## src/rtl/core/wsst_pkg.sv

```systemverilog
// Package for the weighted selection sum tree: operation codes and the
// front-to-back command type. No dependencies.
package wsst_pkg;
    localparam logic [1:0] OP_CLEAR  = 2'd0;
    localparam logic [1:0] OP_ADD    = 2'd1;
    localparam logic [1:0] OP_ZERO   = 2'd2;
    localparam logic [1:0] OP_SELECT = 2'd3;
    localparam int POS_W    = 11;
    localparam int AMOUNT_W = 32;
    localparam int TARGET_W = 48;
    localparam int TOTAL_W  = 42;

    typedef struct packed {
        logic [1:0]          mode;
        logic [POS_W-1:0]    position;
        logic [AMOUNT_W-1:0] amount;
        logic [TARGET_W-1:0] target;
    } t_cmd;
endpackage

```

## src/rtl/core/wsst_front.sv

```systemverilog
// Front stage: accepts items and holds them in a short queue for the engine.
// Depends on wsst_pkg.
module wsst_front (
    input  logic            i_clk,
    input  logic            i_rst_n,
    input  logic            i_push,
    output logic            o_full,
    input  wsst_pkg::t_cmd  i_cmd,
    output logic            o_valid,
    output wsst_pkg::t_cmd  o_cmd,
    input  logic            i_take
);
    wsst_pkg::t_cmd r_q [2];
    logic [1:0] r_cnt;
    logic       r_rd, r_wr;
    logic       wr, rd;

    assign o_full  = (r_cnt == 2'd2);
    assign o_valid = (r_cnt != 2'd0);
    assign o_cmd   = r_q[r_rd];
    assign wr = i_push && !o_full;
    assign rd = i_take && o_valid;

    always_ff @(posedge i_clk) begin
        if (wr) begin
            r_q[r_wr] <= i_cmd;
        end
        if (!i_rst_n) begin
            r_cnt <= '0;
            r_rd  <= 1'b0;
            r_wr  <= 1'b0;
        end else begin
            if (wr) r_wr <= ~r_wr;
            if (rd) r_rd <= ~r_rd;
            r_cnt <= r_cnt + {1'b0, wr} - {1'b0, rd};
        end
    end
endmodule

```

## config.mk

```make
export PLATFORM = sky130hd
export DESIGN_NAME = wsst_front
export DESIGN_NICKNAME = d
export VERILOG_FILES = /design/src/rtl/core/wsst_pkg.sv /design/src/rtl/core/wsst_front.sv
export SDC_FILE = /design/constraint.sdc
export NUM_CORES = 1
export LEC_CHECK = 0
export ABC_AREA = 1
export BUFFER_PORTS_ARGS = -buffer_cell sky130_fd_sc_hd__buf_4
export CAP_MARGIN = 10
export CORE_MARGIN = 2
export CORE_UTILIZATION = 30
export DETAILED_ROUTE_END_ITERATION = 10
export GPL_TIMING_DRIVEN = 0
export PLACE_DENSITY = 0.49
export SKIP_LAST_GASP = 1
export SYNTH_ARGS = -nofsm -noshare
export SYNTH_HDL_FRONTEND = slang
export SYNTH_SLANG_ARGS = --single-unit
```

## constraint.sdc

```tcl
create_clock -name i_clk -period 5.35 [get_ports i_clk]
set_clock_uncertainty 0.15 [all_clocks]
set_input_delay 0.2675 -clock i_clk [delete_from_list [all_inputs] [get_ports i_clk]]
set_output_delay 0.2675 -clock i_clk [all_outputs]
set_load 0.02 [all_outputs]
```

==> results of run 1 <==
power by group through the flow:
stage	registers, mW	logic, mW	clock network (mW)
global placement	2.02	1.41	0
finish	1.94	1.48	1.21
detailed placement	1.98	1.45	0
global route	1.96	1.58	1.31
floorplan	1.99	0.887	0
CTS	1.94	1.52	1.25
layout by cell type (no fill, tap or decap), types with 2 or more instances in the layout:
cell and instances:
nand2_1 9, mux2_4 70, mux2_2 23, dfxtp_1 5, ha_1 2, buf_2 2, buf_6 7, buf_4 192
inv_8 3, clkbuf_16 17, inv_1 7, clkinvlp_4 2, edfxtp_1 186, dlygate4sd3_1 96, clkinv_4 2, nor2_1 7
clkinv_1 2, inv_6 3, buf_12 3, nand3_1 3, a21oi_1 2
sequential cells by signal, summed over array words and instances (netlist names), named ones only:
signal	flops
r_wr	1
r_q	186
r_rd	1
r_cnt	2
timing repair:
action,in CTS,in global routing
hold endpoints to repair,191,0
hold buffers,96,0
setup endpoints to repair,0,0
kinds of logic after synthesis:
family,count (synthesis)
buffers and inverters,18
muxes,93
adders and majority gates,2
DFF,191
AOI/OAI and AO/OA,2
and+or+nand+nor,20
cell type report:
cell class                 count  area [µm²]  share of cell area
antenna                        1        2.50            0.000234
timing repair buffer         291        2480               0.232
buffer                        10        96.3             0.00901
clock inverter                13         130              0.0122
clock buffer                  18         429              0.0401
inverter                       8        32.5             0.00304
sequential                   191        5690               0.532
multi-input combinational    117        1430               0.134
tap                          319         399              0.0373
worst max path at each step:
| stage | start | end | slack, ns | depth (start not counted) |
|---|---|---|---|---|
| after floorplan | r_cnt[0]$_SDFF_PN0_ | r_q[0][0]$_DFFE_PP_ | 0.22 | 4 |
| after global placement | r_cnt[0]$_SDFF_PN0_ | r_q[0][66]$_DFFE_PP_ | -2.40 | 4 |
| after detailed placement | r_cnt[0]$_SDFF_PN0_ | r_q[0][68]$_DFFE_PP_ | 3.21 | 6 |
| after CTS | flop | o_cmd[40] | 3.07 | 4 |
| after global routing | flop | o_cmd[38] | 3.02 | 4 |
| final | flop | o_cmd[38] | 3.16 | 4 |
cell usage after synthesis:
| library cell | count |
|---|---|
| a21oi_1 | 2 |
| buf_2 | 2 |
| buf_4 | 1 |
| buf_6 | 7 |
| dfxtp_1 | 5 |
| edfxtp_1 | 186 |
| ha_1 | 2 |
| inv_1 | 8 |
| mux2_2 | 23 |
| mux2_4 | 70 |
| nand2_1 | 9 |
| nand3_1 | 3 |
| nor2_1 | 8 |
routing by layer:
metal,up-vias,global-route usage
li1,1888,-
met1,1933,0.137
met2,111,0.203
met3,12,0.0417
met4,0,0.0310
met5,-,0
critical path, cell delays in order, from the launching register on:
cell and delay [ns]:
dfxtp_1 0.37, buf_4 0.26, buf_6 0.23, mux2_4 0.31, buf_4 0.16
==> run_results.csv, run 1 <==
group,metric,value,unit
outcome,status,"complete, no violations",
global_routing,grt_overflow,0,
place,dp_cells,840,
sta,slew_headroom,0.567,
worst_setup_path,worst-setup-path-type,"flop to output pin",
worst_setup_path,reg2reg_slack,3.26,ns
worst_setup_path,cp.required,4.93,ns
synth,synth_cell_types,13,
clock_network,cts_max_level,4,
global_routing,grt_first_pass_wirelength,22800,µm
place,numPortBuffers,191,
sta,period_share,0.409,
layout,syn_to_final_growth,47.7,%
power_and_ir_drop,p_int,3.28,mW
synth,synthMuxAreaShare,0.181,
die,initial_core_util,0.307,
place,hpwl,9630,µm
drt,wirelength,14600,µm
min_path,worstHoldPathCells,2,
sta,hold_violations,0,
worst_setup_path,timing.rr.end,"r_q[0][88]$_DFFE_PP_",
power_and_ir_drop,p_switching,1.35,mW
synth,synth-compound-area-share,0.00138,
drt,wl_met3,867,µm
synth,netlist_instances,326,
drt,vias_per_cell,4.07,
clock_network,cts_tree,"done",
drt,top_layer_used,"met4",
drt,ant_nets,0,
place,dpl_cell_area,0.00917,mm²
synth,yosys.area_share.simple,0.0109,
clock_network,cts_sinks,191,
sta,fmax,457,MHz
clock_network,path_clk_slew,0.07,ns
synth,syn_area,0.00724,mm²
clock_network,cts_root_buf,"clkbuf_16",
die,coreArea,0.0235,mm²
global_routing,antenna_found_initial,1,
power_and_ir_drop,switching_share,0.292,
worst_setup_path,arrival,1.77,ns
drt,dr_wl_met2,7520,µm
power_and_ir_drop,irDropWorstVdd,0.188,mV
synth,yosysSeqAreaShare,0.786,
worst_setup_path,start_kind,"flop",
drt,first_pass_iters,4,
clock_network,insertion_delay,0.41,ns
place,dpl_worst_slack,3.21,ns
worst_setup_path,crit_fanout,10,
layout,nFillCells,2099,
drt,wl_per_cell,15.1,µm
power_and_ir_drop,power.density,433,mW/mm²
drt,num_vias,3944,
synth,ys.warnings.count,0,
layout,fin_util,0.454,
global_routing,grt_max_degree,50,
worst_setup_path,crit-reg2reg-launch,"r_cnt[0]$_SDFF_PN0_",
power_and_ir_drop,power.share.sequential,0.419,
die,die_area,0.0254,mm²
clock_network,numCtsBuffers,17,
synth,synth-xor-area-share,0,
die,fp.dieH,159,µm
min_path,hold_start,"r_rd$_SDFFE_PN0P_",
global_routing,first_global_vias,4293,
synth,synth_nets,425,
job,drv_cap,0,
drt,drc,0,
synth,yosysTopAreaCell,"edfxtp_1",
sta,worstMarginPinSlew,0.649,ns
synth,yosys.area_share.adder,0.00346,
layout,layout-drive-gt1-share,0.506,
sta,worst_hold_slack,0.366,ns
place,routabilityCongestion,0.671,
power_and_ir_drop,pwr-share-clk,0.260,
power_and_ir_drop,power,4.63,mW
sta,fin_ws,3.16,ns
sta,rsz0062_at_grt,"false",
synth,synth_area_leaders,"edfxtp_1, mux2_4, mux2_2",
sta,setup-tns-final,0,ns
layout,fin_nets,735,
worst_setup_path,r2r_cells,6,
die,die_width,159,µm
synth,synth_top_family_by_area,"multiplexers",
min_path,hp-class,"flop to flop",
power_and_ir_drop,pwr-share-comb,0.320,
synth,syn_area_per_cell,22.2,µm²
clock_network,cts_resized,0,
synth,synth-seq-cells,191,
sta,min_period,2.19,ns
clock_network,postCtsSetupRepairBufs,0,
layout,layout.cells.non_filler,968,
layout,fin_area,0.0107,mm²
worst_setup_path,critPathCaptureType,"output pin",
drt,drt-met1-wl,6060,µm
drt,drt_iter0_drc,170,
die,io_pins,192,
die,fp-row-count,56,
synth,yosysTopAreaCellShare,0.772,
sta,setup_viol,0,
sta,drv_slew,0,
global_routing,grtUsageTotal,0.117,
clock_network,clk_path_buf_depth,2,
power_and_ir_drop,p_leak,4.16,nW
(Power assumes the default switching activity.)
==> run 2, diff against run 1 <==
- PLACE_DENSITY: 0.49 -> 0.47
- clock period: 5.35 -> 2.2 ns (I/O delays scaled with it)
==> run_results.csv, run 2 (synthesis results as in run 1) <==
group,metric,value,unit
outcome,status,"complete, no violations",
worst_setup_path,arrival,1.98,ns
layout,fin_area,0.0107,mm²
global_routing,grt_first_pass_wirelength,23200,µm
place,dpl_worst_slack,0.0154,ns
worst_setup_path,cp.required,2.16,ns
power_and_ir_drop,power.density,1050,mW/mm²
worst_setup_path,crit_fanout,28,
layout,syn_to_final_growth,48.1,%
power_and_ir_drop,power,11.3,mW
sta,slew_headroom,0.467,
die,coreArea,0.0235,mm²
layout,antennaDiodeCount,0,
power_and_ir_drop,pwr-share-clk,0.258,
worst_setup_path,critPathCaptureType,"flop",
sta,fmax,494,MHz
clock_network,cts_tree,"done",
sta,fin_ws,0.178,ns
min_path,hold_start,"i_cmd[55]",
power_and_ir_drop,p_switching,3.38,mW
clock_network,cts_max_level,4,
die,io_pins,192,
drt,wirelength,14700,µm
worst_setup_path,start_kind,"flop",
clock_network,cts_sinks,191,
die,initial_core_util,0.307,
clock_network,clk_path_buf_depth,2,
die,fp-row-count,56,
drt,num_vias,3975,
worst_setup_path,crit-reg2reg-launch,"r_cnt[0]$_SDFF_PN0_",
sta,hold_violations,0,
drt,wl_per_cell,15.2,µm
sta,rsz0062_at_grt,"false",
drt,drt_iter0_drc,144,
die,die_width,159,µm
global_routing,grtUsageTotal,0.117,
drt,vias_per_cell,4.10,
layout,nFillCells,2098,
job,drv_cap,0,
layout,fin_nets,737,
place,routabilityCongestion,0.665,
drt,ant_nets,0,
power_and_ir_drop,p_int,7.88,mW
power_and_ir_drop,switching_share,0.300,
drt,drc,0,
sta,min_period,2.02,ns
layout,fin_util,0.455,
global_routing,grt_max_degree,35,
place,numPortBuffers,191,
clock_network,cts_root_buf,"clkbuf_16",
die,fp.dieH,159,µm
worst_setup_path,cp-startpoint,"r_cnt[0]$_SDFF_PN0_",
place,hpwl,9640,µm
layout,largest_register_ffs,186,
sta,worstMarginPinSlew,0.795,ns
layout,layout.cells.non_filler,969,
global_routing,first_global_vias,4326,
place,dp_cells,841,
clock_network,cts_resized,0,
layout,layout_commonest_cell,"buf_4",
min_path,hp-class,"input pin to flop",
layout,mostFrequentLayoutCells,"buf_4, edfxtp_1, dlygate4sd3_1",
clock_network,path_clk_slew,0.08,ns
sta,setup-tns-final,0,ns
clock_network,postCtsSetupRepairBufs,0,
power_and_ir_drop,p_leak,4.16,nW
clock_network,numCtsBuffers,17,
sta,worst_hold_slack,0.262,ns
drt,first_pass_iters,4,
worst_setup_path,worst-setup-path-type,"flop to flop",
power_and_ir_drop,irDropWorstVdd,0.443,mV
global_routing,antenna_found_initial,0,
layout,top_regs,"r_q x186, r_cnt x2",
die,die_area,0.0254,mm²
sta,drv_slew,0,
sta,period_share,0.919,
power_and_ir_drop,pwr-share-comb,0.322,
layout,layout-drive-gt1-share,0.522,
global_routing,grt_overflow,0,
power_and_ir_drop,power.share.sequential,0.420,
layout,top_register,"r_q",
place,dpl_cell_area,0.00920,mm²
clock_network,insertion_delay,0.41,ns
sta,setup_viol,0,
==> run 2: timing repair <==
item | 4_1_cts | 5_1_grt
hold endpoints to repair | 191 | 0
hold buffers | 96 | 0
setup endpoints to repair | 30 | 0
==> run 2: cell type report <==
cell class	count	area, µm²	area share
repair inverters	1	5.00	0.000467
flip-flops and latches	191	5690	0.531
well taps	319	399	0.0373
clock buffers	17	425	0.0397
plain buffers	10	96.3	0.00899
clock inverters	14	125	0.0117
repair buffers	292	2490	0.233
multi-input cells	117	1450	0.135
inverters	8	33.8	0.00315
==> run 2: path summary, 6_finish.rpt <==
path              depth (start not counted)  slack, ns              endpoint
hold reg to reg                           2       0.36                  flop
hold / removal                            2       0.26  r_q[0][55]$_DFFE_PP_
setup reg to reg                          6       0.18  r_q[0][40]$_DFFE_PP_
setup / recovery                          6       0.18  r_q[0][40]$_DFFE_PP_
==> run 2: metal layers <==
layer  global-route usage  share of wire  vias up
li1                     -              -     1893
met1                0.143           0.43     1948
met2                0.197           0.50      123
met3               0.0386          0.062       11
met4               0.0384         0.0096        0
met5                    0              0        -
==> run 2: power by group through the flow <==
stage	registers (mW)	clock network (mW)	logic (mW)
finish	4.73	2.91	3.63
global placement	4.84	0	3.45
detailed placement	4.82	0	3.55
floorplan	4.80	0	2.18
global route	4.78	3.17	3.87
CTS	4.73	3.03	3.71
==> run 2: worst max-delay path: stages (launching register included) <==
cell and delay [ns]:
dfxtp_2 0.35, inv_2 0.05, nand2_4 0.07, nand2_2 0.08
nor2_4 0.48, buf_12 0.27, buf_12 0.22
==> run 3, diff against run 2 <==
- CORE_UTILIZATION: 30 -> 52
- PLACE_DENSITY: 0.47 -> 0.76
==> run_results.csv, run 3 (synthesis results as in run 1) <==
group,metric,value,unit
worst_setup_path,slowest_stage,"dfxtp_1",
sta,setup-tns-final,0,ns
place,routabilityCongestion,0.736,
drt,wl_per_cell,16.7,µm
layout,top_regs,"r_q x186, r_cnt x2",
place,dp_cells,702,
clock_network,cts_sinks,191,
clock_network,cts_max_level,4,
power_and_ir_drop,irDropWorstVdd,0.640,mV
die,io_pins,192,
worst_setup_path,cp.required,1.94,ns
outcome,status,"complete, no violations",
sta,hold_violations,0,
worst_setup_path,timing.critical_path.mode_cell,"buf_4",
layout,layout.cells.non_filler,830,
global_routing,grt_overflow,0,
min_path,hp-class,"input pin to flop",
drt,first_pass_iters,4,
sta,setup_viol,0,
clock_network,cts_resized,0,
worst_setup_path,crit-reg2reg-launch,"r_cnt[0]$_SDFF_PN0_",
sta,drv_slew,0,
layout,fin_nets,736,
drt,wirelength,13900,µm
layout,antennaDiodeCount,0,
clock_network,clk_path_buf_depth,2,
global_routing,first_global_vias,4375,
worst_setup_path,arrival,1.70,ns
drt,drc,0,
worst_setup_path,path_delay_family,"buffers and inverters",
drt,ant_nets,0,
drt,vias_per_cell,4.86,
sta,rsz0062_at_grt,"false",
clock_network,cts_tree,"done",
global_routing,antenna_found_initial,0,
layout,syn_to_final_growth,45.9,%
place,hpwl,8580,µm
sta,slew_headroom,0.635,
layout,layout-drive-gt1-share,0.517,
layout,fin_area,0.0106,mm²
sta,min_period,1.96,ns
min_path,hold_start,"i_cmd[25]",
global_routing,grt_max_degree,41,
place,dpl_cell_area,0.00902,mm²
layout,largest_register_ffs,186,
clock_network,cts_root_buf,"clkbuf_16",
worst_setup_path,start_kind,"flop",
place,numPortBuffers,191,
clock_network,numCtsBuffers,17,
worst_setup_path,crit_fanout,10,
die,fp.dieH,122,µm
layout,fin_util,0.769,
clock_network,path_clk_slew,0.06,ns
layout,mostFrequentLayoutCells,"buf_4, edfxtp_1, dlygate4sd3_1",
layout,top_register,"r_q",
worst_setup_path,worst_path_largest_cell_delay,0.34,ns
worst_setup_path,crit_path_cell_trace,"buf_4 -> buf_6 -> mux2_4 -> buf_4",
global_routing,met3_usage,0.0641,
die,coreArea,0.0137,mm²
sta,fmax,511,MHz
die,fp-row-count,43,
die,initial_core_util,0.527,
sta,worst_hold_slack,0.263,ns
worst_setup_path,worst-setup-path-type,"flop to output pin",
global_routing,busiest_layer,"met2",
layout,layout_commonest_cell,"buf_4",
drt,num_vias,4035,
die,die_width,122,µm
worst_setup_path,critical_path_buf_inv_count,3,
power_and_ir_drop,power.density,1070,mW/mm²
layout,nFillCells,753,
die,die_area,0.0149,mm²
power_and_ir_drop,p_leak,4.16,nW
global_routing,grtUsageMet1,0.207,
global_routing,grt_first_pass_wirelength,21000,µm
job,drv_cap,0,
sta,worstMarginPinSlew,0.546,ns
worst_setup_path,critPathCaptureType,"output pin",
global_routing,grtUsageMet2,0.341,
drt,drt_iter0_drc,283,
sta,period_share,0.889,
global_routing,grtUsageTotal,0.190,
clock_network,insertion_delay,0.42,ns
## run 3: worst paths after layout
kind              cells past startpoint  slack, ns                    to
setup / recovery                      4       0.24             o_cmd[24]
setup reg to reg                      6       0.26  r_q[0][55]$_DFFE_PP_
hold reg to reg                       2       0.37     r_rd$_SDFFE_PN0P_
hold / removal                        2       0.26  r_q[1][25]$_DFFE_PP_
## run 3: cell type report
| cell class | count | area, µm² | share of cell area |
|---|---|---|---|
| clock inverters | 14 | 140 | 0.0133 |
| inverters | 8 | 33.8 | 0.00320 |
| clock buffers | 18 | 429 | 0.0407 |
| plain buffers | 10 | 96.3 | 0.00913 |
| well taps | 180 | 225 | 0.0213 |
| multi-input cells | 117 | 1450 | 0.137 |
| repair buffers | 292 | 2490 | 0.236 |
| flip-flops and latches | 191 | 5690 | 0.539 |
## run 3: timing repair
action | 4_1_cts | 5_1_grt
hold buffers | 96 | 0
setup buffers | 0 | 0
endpoints found under the hold margin | 191 | 0
## run 3: per-layer routing
layer  wire (µm)  vias to the layer above  part of all wire
met1        5200                     1965              0.37
met2        7490                      151              0.54
li1            -                     1891                 -
met4         280                        0             0.020
met3         906                       28             0.065
met5           0                        -                 0
## run 3: where the power goes
group | total, mW | internal [mW] | switching [mW]
logic | 3.61 | 1.80 | 1.81
clock network | 2.91 | 1.67 | 1.25
registers | 4.75 | 4.60 | 0.143
## run 3: per-stage QoR
step / total power [mW] / setup slack, ns
2_1_floorplan: 6.98 / -0.263
3_3_place_gp: 8.16 / -0.990
3_5_place_dp: 8.29 / 0.239
4_1_cts: 11.3 / 0.210
5_1_grt: 11.7 / 0.149
6_report: 11.3 / 0.243
